===== src/rtl/iee_pkg.sv =====
//------------------------------------------------------------------------------
// iee_pkg: shared types and constants of the infix expression evaluator
// Character codes, error codes, sequencer states and the shared-unit command.
//------------------------------------------------------------------------------
package iee_pkg;

	localparam logic [7:0] CH_MUL   = 8'h2A;
	localparam logic [7:0] CH_DIV   = 8'h2F;
	localparam logic [7:0] CH_ADD   = 8'h2B;
	localparam logic [7:0] CH_SUB   = 8'h2D;
	localparam logic [7:0] CH_OPEN  = 8'h28;
	localparam logic [7:0] CH_CLOSE = 8'h29;
	localparam logic [7:0] CH_ZERO  = 8'h30;
	localparam logic [7:0] CH_NINE  = 8'h39;

	typedef enum logic [1:0] {
		ERR_NONE   = 2'd0,
		ERR_DIV0   = 2'd1,
		ERR_DEEP   = 2'd2,
		ERR_NOLEFT = 2'd3
	} err_t;

	typedef enum logic [3:0] {
		ST_IDLE,
		ST_DECODE,
		ST_PUSH,
		ST_ARITH,
		ST_COMMIT,
		ST_OP,
		ST_FINISH,
		ST_FOLD,
		ST_RESULT,
		ST_CLEAR
	} state_t;

	// command to the shared multiply/divide unit
	typedef struct packed {
		logic start;
		logic is_div;
	} mdu_cmd_t;

	typedef struct packed {
		logic busy;
		logic done;
	} mdu_stat_t;

endpackage


===== src/rtl/iee_mdu.sv =====
//------------------------------------------------------------------------------
// iee_mdu: shared iterative multiply/divide unit
// Signed multiply (shift-add) or truncating signed divide (restoring), one bit
// a cycle, then a final step that fixes the sign of the quotient.
//------------------------------------------------------------------------------
module iee_mdu #(
	parameter int W = 32
) (
	input  logic                 clk,
	input  logic                 arst_n,
	input  iee_pkg::mdu_cmd_t    cmd,
	input  logic [W-1:0]         a,
	input  logic [W-1:0]         b,
	output iee_pkg::mdu_stat_t   stat,
	output logic [W-1:0]         result
);
	localparam int CW = $clog2(W + 1);

	logic          busy_q;
	logic          done_q;
	logic          div_q;
	logic          neg_q;
	logic [CW-1:0] cnt_q;
	logic [W-1:0]  acc_q;    // product or remainder
	logic [W-1:0]  sh_q;     // multiplier bits or dividend/quotient
	logic [W-1:0]  b_q;      // multiplicand or divisor magnitude
	logic [W:0]    trial;
	logic [W-1:0]  ma;
	logic [W-1:0]  mb;

	assign ma    = a[W-1] ? (~a + 1'b1) : a;
	assign mb    = b[W-1] ? (~b + 1'b1) : b;
	assign trial = {acc_q, sh_q[W-1]} - {1'b0, b_q};

	always_ff @(posedge clk or negedge arst_n) begin
		if (!arst_n) begin
			busy_q <= 1'b0;
			done_q <= 1'b0;
			cnt_q  <= '0;
		end else begin
			done_q <= 1'b0;
			if (cmd.start) begin
				busy_q <= 1'b1;
				cnt_q  <= CW'(W);
			end else if (busy_q) begin
				if (cnt_q == '0) begin
					busy_q <= 1'b0;
					done_q <= 1'b1;
				end else begin
					cnt_q <= cnt_q - 1'b1;
				end
			end
		end
	end

	always_ff @(posedge clk) begin
		if (cmd.start) begin
			div_q <= cmd.is_div;
			if (cmd.is_div) begin
				neg_q <= a[W-1] ^ b[W-1];
				acc_q <= '0;
				sh_q  <= ma;
				b_q   <= mb;
			end else begin
				neg_q <= 1'b0;
				acc_q <= '0;
				sh_q  <= b;
				b_q   <= a;
			end
		end else if (busy_q) begin
			if (cnt_q == '0) begin
				// sign fix of the quotient
				if (div_q && neg_q) sh_q <= ~sh_q + 1'b1;
			end else if (div_q) begin
				if (!trial[W]) begin
					acc_q <= trial[W-1:0];
					sh_q  <= {sh_q[W-2:0], 1'b1};
				end else begin
					acc_q <= {acc_q[W-2:0], sh_q[W-1]};
					sh_q  <= {sh_q[W-2:0], 1'b0};
				end
			end else begin
				if (sh_q[0]) acc_q <= acc_q + b_q;
				sh_q <= sh_q >> 1;
				b_q  <= b_q << 1;
			end
		end
	end

	assign stat.busy = busy_q;
	assign stat.done = done_q;
	assign result    = div_q ? sh_q : acc_q;
endmodule


===== config.mk =====
export PLATFORM = sky130hd
export DESIGN_NAME = iee_mdu
export DESIGN_NICKNAME = d
export VERILOG_FILES = /design/src/rtl/iee_pkg.sv /design/src/rtl/iee_mdu.sv
export SDC_FILE = /design/constraint.sdc
export NUM_CORES = 1
export LEC_CHECK = 0
export BUFFER_PORTS_ARGS = -buffer_cell sky130_fd_sc_hd__buf_4
export CAP_MARGIN = 20
export CORE_UTILIZATION = 45
export CTS_BUF_LIST = sky130_fd_sc_hd__clkbuf_8
export DETAILED_ROUTE_END_ITERATION = 7
export GPL_ROUTABILITY_DRIVEN = 0
export SLEW_MARGIN = 20
export SYNTH_ARGS = -nofsm -noshare
export SYNTH_HDL_FRONTEND = slang
export SYNTH_SLANG_ARGS = --single-unit
export TNS_END_PERCENT = 30

===== constraint.sdc =====
create_clock -name clk -period 12.4 [get_ports clk]
set_clock_uncertainty 0.15 [all_clocks]
set_input_delay 1.24 -clock clk [delete_from_list [all_inputs] [get_ports clk]]
set_output_delay 1.24 -clock clk [all_outputs]
set_load 0.01 [all_outputs]

=== Word level (Yosys, flattened, before mapping) ===
Index checks and enable logic that the tools add are counted.

* Register bits after elaboration: 106
* Output and inout port bits: 34
* Word-level logic and storage cells: 57
* Input port bits: 68

* Muxes and demuxes: 27
* Bitwise operators: 5
* Add/subtract/negate cells: 6
* Eq/ne operators: 3
* Reduce and logical (&&, ||, !) cells: 8

{| class="wikitable"
|+ Operators by type and width
! operator !! number
|-
| two-way mux 32 bit || 17
|-
| adder 32 x 1 -> 32 bit, second input constant || 3
|-
| inverter 32 bit || 3
|-
| subtractor 33 x 32 -> 33 bit || 1
|-
| adder 32 bit || 1
|-
| two-way mux 6 bit || 3
|-
| two-way mux 1 bit || 7
|-
| zero test 6 bit || 1
|-
| AND reduction 3 bit || 2
|-
| subtractor 6 x 1 -> 6 bit, second input constant || 1
|-
| != test 2 bit, second input constant || 2
|-
| AND reduction 2 bit || 2
|-
| nonzero test 2 bit || 2
|-
| != test 3 x 2 -> 1 bit, second input constant || 1
|-
| logical AND 1 bit || 1
|-
| inverter 1 bit || 1
|-
| XOR 1 bit || 1
|}

=== Longest topological paths before layout ===
Gate-level depths: netlist (run 1).

* Depth in word-level cells: 6
* Mapped depth: 16

=== Least setup slack after synthesis (run 1) ===
OpenSTA, ideal clock, no wires.

* Path type: register -> register
* Start point: register div_q
* End point: register sh_q[10], enable pin
* Path buffers: 3
* Arrival: 3.602 ns
* Slack: 8.186 ns
* Library setup time: 0.462 ns
* Stages on the path, launching flop included: 6
* Path through: edfxtp_1 clkbuf_1 buf_1 clkbuf_1 a21oi_1 o21ai_0

* Word-level cells in the longest chain between the ends: 3

{| class="wikitable"
|+ RTL lines
! element !! line !! text
|-
| start: declaration || iee_mdu.sv:21 || <nowiki>logic div_q;</nowiki>
|-
| start signal: assignment || iee_mdu.sv:58 || <nowiki>div_q <= cmd.is_div;</nowiki>
|-
| logical AND 1 bit || iee_mdu.sv:73 || <nowiki>if (div_q && neg_q) sh_q <= ~sh_q + 1'b1;</nowiki>
|-
| != test 3 x 2 -> 1 bit (no line) || n/a ||
|-
| AND reduction 2 bit (no line) || n/a ||
|-
| end signal: assignment || iee_mdu.sv:73 ||
|-
| end signal: assignment || iee_mdu.sv:77 || <nowiki>sh_q <= {sh_q[W-2:0], 1'b1};</nowiki>
|-
| end signal: assignment || iee_mdu.sv:80 || <nowiki>sh_q <= {sh_q[W-2:0], 1'b0};</nowiki>
|-
| end: declaration || iee_mdu.sv:25 || <nowiki>logic [W-1:0] sh_q;</nowiki>
|}

Every way passes these cells.
A chain may end at the register's enable or synchronous reset.

=== Worst setup path after layout (run 1) ===
* Start point: register sh_q[31]
* End point: register sh_q[0] (data pin)

* Word-level cells in the longest chain between the ends: 6

{| class="wikitable"
|+ RTL lines
! element !! line !! text
|-
| start signal: assignment || iee_mdu.sv:62 || <nowiki>sh_q <= ma;</nowiki>
|-
| start signal: assignment || iee_mdu.sv:73 ||
|-
| start signal: assignment || iee_mdu.sv:77 ||
|-
| subtractor 33 x 32 -> 33 bit || iee_mdu.sv:33 || <nowiki>assign trial = {acc_q, sh_q[W-1]} - {1'b0, b_q};</nowiki>
|-
| two-way mux 1 bit || iee_mdu.sv:75 || <nowiki>if (!trial[W]) begin</nowiki>
|-
| two-way mux 32 bit || iee_mdu.sv:74 || <nowiki>end else if (div_q) begin</nowiki>
|-
| two-way mux 32 bit || iee_mdu.sv:71 || <nowiki>if (cnt_q == '0) begin</nowiki>
|-
| two-way mux 32 bit || iee_mdu.sv:70 || <nowiki>end else if (busy_q) begin</nowiki>
|-
| two-way mux 32 bit || iee_mdu.sv:57 || <nowiki>if (cmd.start) begin</nowiki>
|}

Every way passes these cells. The select of a mux whose other input is x is not followed.

==> summary by stage, run 1 <==
Synthesis
The most frequently used flop master after synthesis is sky130_fd_sc_hd__edfxtp_1. The async set or reset register ratio after synthesis is 0.0755. The share of the yosys chip area belonging to registers is 0.248. The count of different cell masters after synthesis is 78.

The commonest cells after synthesis are 167 x sky130_fd_sc_hd__nand2_1, 141 x sky130_fd_sc_hd__o21ai_0, 114 x sky130_fd_sc_hd__a21oi_1. The average cell area after synthesis is 7.90 sq um. The post-synthesis simple-gate area fraction is 0.173.

In the post-synthesis netlist, the cell with the most instances is sky130_fd_sc_hd__nand2_1. The post-synthesis adder-cell area fraction is 0.0770. The Yosys warning count is 0. The cell area after synthesis is 0.0114 sq mm. Yosys attributes the largest share of cell area to sky130_fd_sc_hd__edfxtp_1 17%, sky130_fd_sc_hd__ha_1 7.4%, sky130_fd_sc_hd__o21ai_0 6.2%. The top cell type's share of synthesized area is 0.174. The net count after synthesis is 1580.

The synthesized design contains 66 enable-type register cells. The compound-cell area share of the yosys netlist is 0.279. The number of storage elements in the synthesis netlist is 106. Of all cell types, the one taking the most synthesized area is sky130_fd_sc_hd__edfxtp_1. The parity-gate share of the synthesized area counting xor and xnor cells is 0.108. The post-synthesis instance total is 1443. Of the post-synthesis cell area, the part taken by muxes is 0.0599. The combinational family with the most area after synthesis is compound AO/OA/AOI/OAI gates.

Timing
Setup repair after global routing left no endpoint under its margin. The maximum operating frequency is 234 MHz. The worst-case hold slack is 0.399 ns. The number of pins with negative max-slew slack in the final report was 0. The final worst-path cycle share is 0.344. The number of hold violations in the final report is 0. The total negative slack is 0 ns. The count of endpoints failing setup in the final report is 0. The worst path needs 4.27 ns of the cycle, external delays included. The pin slew with the least headroom to its limit is 1.00 ns. The worst slew margin relative to its limit is 0.333.

Global routing
The number of antenna violations at the first check in global routing was 0. The via count of the first global-routing pass came to 9462. The largest net degree at the start of global routing is 97.

The first global-routing pass estimated 52800 um of wire. The leftover overflow at the end of global routing is 0. The combined global-route utilization of all metal layers is 0.257.

Status
The run finished with clean final reports.

Placed design
The total half-perimeter wirelength after legalization and detailed placement is 25700 um. During placement, the flow inserted port buffers numbering 101. Once placement finished, the instance area stood at 0.0123 sq mm.

Final layout
The antenna diode count is 0. The area growth from synthesis to layout is 9.66%. The count of filler cells inserted in the layout is 2479. The post-layout net count is 1618. The finished cells cover 0.0125 sq mm. The final core utilization is 0.508. The proportion of layout cells with a drive suffix above 1 is 0.128.

Routing
The length of the first detailed-routing pass in iterations is 5. In the final routing, the length of wire on met1 measures 18000 um. The mean number of vias per cell is 5.89.

The DRC violation total after the first TritonRoute iteration is 793. In the final routed layout, each cell accounts on average for 18.6 um. The uppermost metal layer occupied by signal nets is met4. Once detail routing completed, the nets flagged for antenna violations numbered 0. The overall via count from detail_route is 10700. For this block, the routed nets add up to 33700 um of wire. Wire segments on met2 add up to 13700 um in the final route. Wire segments on met3 add up to 1630 um in the final route. The number of design rule violations left after detail routing is 0.

CTS
At the later pin of the worst-skew pair, clock insertion delay measures 0.41 ns. In this run, CTS created clock tree buffers numbering 9. TritonCTS built the clock tree. After clock tree synthesis, the repair step resized 0 gates. The maximum clock insertion buffer count is 2. After clock tree synthesis, the setup repair step added 0 buffers. Buffers inserted to repair hold after CTS numbered 0. Clock tree synthesis found a total of 106 sinks. The root buffer cell chosen for the clock tree is sky130_fd_sc_hd__clkbuf_8.

After clock tree synthesis, the clock-pin slew on the worst setup and hold paths is 0.11 ns. The deepest level of the CTS H-tree is 3.

Floorplan
The full die area is 0.0260 sq mm. The starting density of the core is 0.463. The number of rows created at floorplan is 57.

The vertical die dimension is 161 um. The total core area is 0.0246 sq mm. In this run the count of I/O pins placed on the die edge is 102. In this run the horizontal extent of the chip is 161 um.

Hold path
The worst hold path belongs to the class flop to flop. The beginning of the worst hold path is cnt_q[1]. The worst hold path passes through 2 cells. The end point of the most critical hold path is cnt_q[1].

Setup path
The required time reported for the critical path endpoint is 12.49 ns. The classification of the worst setup path is flop to flop. The endpoint identified for the worst register-to-register timing path is sh_q[0]. The type of element capturing the critical path is a flop.

The startpoint of the worst register-to-register path is sh_q[31]. The number of cells on the worst reg-to-reg path is 15. The worst reg-to-reg setup slack is 8.13 ns.

At the worst endpoint, the arrival time is 4.36 ns. The worst setup path is launched from a flop. The worst-path maximum fanout is 9.

Power and ir drop
The worst voltage drop across the vdd grid is 79.6 uV. The total power density per cell area is 207 mW/mm^2. The leakage power is 5.23 nW.

Flow run
The tool flagged a number of max-cap violations equal to 0.
==> critical path, cell delays in order, from the launching register on <==
cell and delay [ns]:
sky130_fd_sc_hd__edfxtp_1 0.34, sky130_fd_sc_hd__buf_4 0.19, sky130_fd_sc_hd__inv_1 0.07, sky130_fd_sc_hd__ha_1 0.22, sky130_fd_sc_hd__fa_1 0.41, sky130_fd_sc_hd__nand2b_1 0.18
sky130_fd_sc_hd__a21oi_1 0.18, sky130_fd_sc_hd__o211ai_1 0.19, sky130_fd_sc_hd__a211o_1 0.38, sky130_fd_sc_hd__a21oi_1 0.33, sky130_fd_sc_hd__o21a_1 0.18, sky130_fd_sc_hd__o211ai_1 0.25
sky130_fd_sc_hd__buf_4 0.27, sky130_fd_sc_hd__nor2_1 0.43, sky130_fd_sc_hd__a21oi_1 0.12, sky130_fd_sc_hd__o31ai_1 0.21
==> worst max path at each step <==
| stage | start | end | slack (ns) | cells past startpoint |
|---|---|---|---|---|
| finish | sh_q[31] | sh_q[0] | 8.13 | 15 |
| global placement | b[3] | b_q[29] | 8.07 | 10 |
| CTS | sh_q[31] | sh_q[0] | 8.13 | 15 |
| detailed placement | b[3] | b_q[29] | 8.11 | 10 |
| floorplan | div_q | sh_q[10] | 8.19 | 5 |
| global route | sh_q[31] | sh_q[0] | 7.89 | 15 |
==> state kept, by name, indices dropped and copies added, names as in the netlist <==
name	flops
div_q	1
busy_q	1
acc_q	32
done_q	1
cnt_q	6
b_q	32
sh_q	32
neg_q	1
==> layout make-up <==
cell class	count	area (sq um)	share of cell area
Sequential cell	106	2820	0.226
Inverter	65	244	0.0195
Clock inverter	7	50.0	0.00400
Clock buffer	9	124	0.00991
Multi-Input combinational cell	1182	7980	0.638
Tap cell	324	405	0.0324
Timing Repair Buffer	117	878	0.0702
==> placed cells by master, fill, tap and decap left out, drive strengths merged, types with 5 or more instances in the layout <==
cell type,instances
a211o,5
xnor2,64
o22ai,9
a211oi,21
a31oi,11
a31o,5
a21oi,114
nand2,167
o31ai,20
nor3,25
o21bai,6
a21o,38
or4,18
clkbuf,9
buf,117
o21ai,147
and2,8
mux2i,33
a311oi,5
inv,67
nor4,17
and3,12
nand2b,12
dfrtp,8
nor2,83
o21a,9
nor2b,8
mux2,31
o41ai,10
nand4,12
or3,10
a2111oi,8
o211ai,59
dfxtp,32
edfxtp,66
or2,7
a311o,5
ha,67
nand3,25
xor2,77
==> routing by layer <==
| layer | vias to the layer above | global-route usage |
|---|---|---|
| li1 | 5416 | - |
| met1 | 4936 | 0.416 |
| met2 | 293 | 0.366 |
| met3 | 19 | 0.0213 |
| met4 | 0 | 0.0467 |
| met5 | - | 0 |
==> logic make-up after synthesis <==
group	after synthesis
muxes	64
adders and majority gates	69
buffers and inverters	155
xor gates and xnor gates	141
and+or+nand+nor	411
AOI/OAI and AO/OA	497
DFF	106
==> power breakdown <==
| part | total [mW] | switching (mW) | internal [mW] |
|---|---|---|---|
| clock network | 0.209 | 0.135 | 0.0743 |
| registers | 0.678 | 0.170 | 0.508 |
| logic | 1.70 | 0.957 | 0.740 |
| total | 2.58 | 1.26 | 1.32 |
==> stage by stage <==
step	cells	power, mW	setup slack [ns]
after detailed placement	1794	2.35	8.11
after CTS	1810	2.57	8.13
after floorplan	1443	1.91	8.19
after global placement	1794	2.34	8.07
final	1810	2.58	8.13
after global routing	1810	2.80	7.89
No activity file was read; power rests on OpenSTA's default activity.
==> inputs of run 2 (changes only) <==
--- a/config.mk
+++ b/config.mk
@@ -11,6 +11,7 @@
 export CTS_BUF_LIST = sky130_fd_sc_hd__clkbuf_8
 export DETAILED_ROUTE_END_ITERATION = 7
 export GPL_ROUTABILITY_DRIVEN = 0
+export PLACE_DENSITY = 0.66
 export SLEW_MARGIN = 20
 export SYNTH_ARGS = -nofsm -noshare
 export SYNTH_HDL_FRONTEND = slang
==> constraint.sdc (replaced) <==
create_clock -name clk -period 3.5 [get_ports clk]
set_clock_uncertainty 0.15 [all_clocks]
set_input_delay 0.35 -clock clk [delete_from_list [all_inputs] [get_ports clk]]
set_output_delay 0.35 -clock clk [all_outputs]
set_load 0.01 [all_outputs]
==> summary by stage, run 2 (synthesis results as in run 1) <==
Timing
The number of pins with negative max-slew slack in the final report came to 0. Setup violations remaining at the end of the flow were counted as 0. Across all setup checks in the final design, the least slack found is 0.0288 ns. In the final timing run, aggregate negative setup slack is 0 ns.

The number of hold violations in the final report came to 0. Setup repair after global routing could not meet its margin everywhere. The worst-case hold slack is 0.142 ns. Static timing analysis puts the maximum clock frequency at 288 MHz. The final worst-path cycle share is 0.992. The minimum period implied by the final worst setup slack is 3.47 ns. The worst slew margin relative to its limit is 0.316.

The pin slew with the least headroom to its limit is 1.03 ns.

Power and ir drop
The leakage power is 5.63 nW. The worst-case IR drop observed on VDD is 305 uV. In this run the power spent charging and discharging nets is 4.77 mW.

Cell internal power was estimated by the tool at 5.26 mW. Of the total power, the clock network draws 0.085. The total power density per cell area is 756 mW/mm^2. The combinational cell fraction of total power is 0.681.

The sequential share of power is 0.235. Of the total power, the share spent switching nets is 0.476.

Setup path
STA classifies the critical path endpoint as a flop. At the worst endpoint, the required time is 3.66 ns. In this run the critical register-to-register path is captured at acc_q[18]. In this run the critical register-to-register path is launched from b_q[0]. STA classifies the critical path startpoint as a flop. The path depth of the worst reg2reg path is 14. The worst-path maximum fanout is 4. The worst reg-to-reg setup slack is 0.03 ns. The setup path with the least slack is of type flop to flop. At the worst endpoint, the arrival time is 3.63 ns.

Floorplan
The die is 161 um wide. The vertical die dimension is 161 um. The floorplan has 57 rows.

The number of top-level design ports is 102. The full die area is 0.0260 sq mm. The starting density of the core is 0.463.

In this run the standard cell core region covers 0.0246 sq mm.

CTS
The clock slew seen by the registers of the worst setup and hold paths is 0.11 ns. Counting along the longest clock path gives a buffer depth of 2. TritonCTS built the clock tree. The tree built by TritonCTS fans out to 106 sinks. The tree is rooted in a sky130_fd_sc_hd__clkbuf_8. The deepest level of the CTS H-tree is 3. Clock tree synthesis inserted a total of 9 buffers.

The clock network latency to the later pin of the worst-skew pair is 0.41 ns.

Final layout
The antenna diode count is 0. The largest registers in the layout are acc_q x32, b_q x32, sh_q x32. After the last flow step, the layout net total stands at 1692. The area growth from synthesis to layout is 16.3%. In the layout the commonest cells are 185 x sky130_fd_sc_hd__buf_4, 167 x sky130_fd_sc_hd__nand2_1, 137 x sky130_fd_sc_hd__o21ai_0.

Fill cells in the final layout number 2315. The commonest non-fill, non-tap cell in the layout is sky130_fd_sc_hd__buf_4. The proportion of layout cells with a drive suffix above 1 is 0.181.

Global routing
The number of antenna violations at the first check in global routing is 0. The via count of the first global-routing pass was 9926. Entering global routing, the biggest net connects 93 pins.

Global routing finished with a remaining overflow of 0. The first global-routing pass estimated 54000 um of wire. Across every metal layer, demand over resource in global routing totals 0.263.

Routing
The wire length reported by the detailed router is 34800 um. For this run, design rule violations remaining after detail routing come to 0. In the final routed layout, each cell accounts on average for 18.5 um. The mean number of vias per cell is 5.99.

The first routing iteration left 1239 violations. For this block, the via count after detailed routing is 11300. The pre-antenna-repair detailed-routing pass consisted of 5 iterations.

The final antenna-violating net count is 0.

Flow run
Across the run, the number of max-cap violations was 0.

Placed design
Buffers placed on the I/O ports in this run total 101. The total half-perimeter wirelength after legalization and detailed placement is 26700 um. At the placement stage, the worst setup path has a slack of -0.0728 ns.

Hold path
The min-delay analysis places its worst path in the category primary input to asynchronous set/reset pin.

Status
The run finished with clean final reports.
==> run 2: changes by cell type in the layout (fill, tap and decap cells not counted), sizes merged <==
cell         before  now
clkinvlp          2    0
bufinv            0    1
buf             117  190
clkinv            3    4
dlygate4sd3       0    1
==> run 2: critical path: stages, from the launching register on <==
cell and delay, ns:
sky130_fd_sc_hd__edfxtp_1 0.41, sky130_fd_sc_hd__ha_2 0.20, sky130_fd_sc_hd__fa_1 0.38, sky130_fd_sc_hd__nand2b_4 0.17, sky130_fd_sc_hd__a21oi_4 0.15, sky130_fd_sc_hd__o211ai_1 0.12, sky130_fd_sc_hd__a211o_1 0.38, sky130_fd_sc_hd__a21oi_2 0.24
sky130_fd_sc_hd__o21a_1 0.19, sky130_fd_sc_hd__o211ai_1 0.12, sky130_fd_sc_hd__buf_4 0.18, sky130_fd_sc_hd__buf_4 0.13, sky130_fd_sc_hd__nor3_2 0.15, sky130_fd_sc_hd__o21ai_0 0.10, sky130_fd_sc_hd__a221oi_1 0.28
==> run 2: what timing repair did <==
action | CTS | global route
hold buffers | 1 | 0
pin swaps | 1 | 17
setup endpoints to repair | 10 | 33
hold endpoints to repair | 8 | 0
resized for setup | 2 | 28
buffers inserted | 0 | 4
==> run 2: area by class of cell <==
class,count,area (sq um),share of cell area
clock buffers,9,124,0.00934
multi-input cells,1182,8090,0.610
inverters,65,244,0.0184
flip-flops and latches,106,2820,0.213
repair buffers,191,1480,0.112
clock inverters,7,95.1,0.00717
well taps,324,405,0.0306
==> run 2: per-stage QoR <==
stage	cell area, sq um	cells	power (mW)	utilization
5_1_grt	13300	1884	10.8	0.539
6_report	13300	1884	10.0	0.539
4_1_cts	13100	1880	9.69	0.533
3_3_place_gp	12900	1863	8.73	0.523
3_5_place_dp	12900	1863	8.80	0.523
2_1_floorplan	11400	1443	6.76	-
==> run 2: worst max-delay path by stage <==
stage	startpoint	to	slack, ns
after floorplan	div_q	b_q[0]	-0.51
after global placement	b_q[1]	acc_q[25]	0.03
after detailed placement	b_q[0]	acc_q[28]	-0.07
after CTS	b_q[0]	acc_q[28]	0.03
after global routing	acc_q[0]	acc_q[18]	-0.14
final	b_q[0]	acc_q[18]	0.03
==> run 2: power groups by stage <==
stage	registers, mW	clock network, mW	logic [mW]
6_report	2.35	0.850	6.83
5_1_grt	2.40	0.896	7.49
4_1_cts	2.31	0.860	6.52
3_5_place_dp	2.34	0	6.47
3_3_place_gp	2.32	0	6.40
2_1_floorplan	2.15	0	4.61
==> run 2: layer usage <==
layer | GRT usage | share of wire | wire [um] | up-vias
met1 | 0.411 | 0.49 | 17100 | 5253
met5 | 0 | 0 | 0 | -
met2 | 0.377 | 0.42 | 14500 | 459
met4 | 0.0849 | 0.026 | 894 | 0
li1 | - | - | - | 5532
met3 | 0.0177 | 0.064 | 2240 | 44
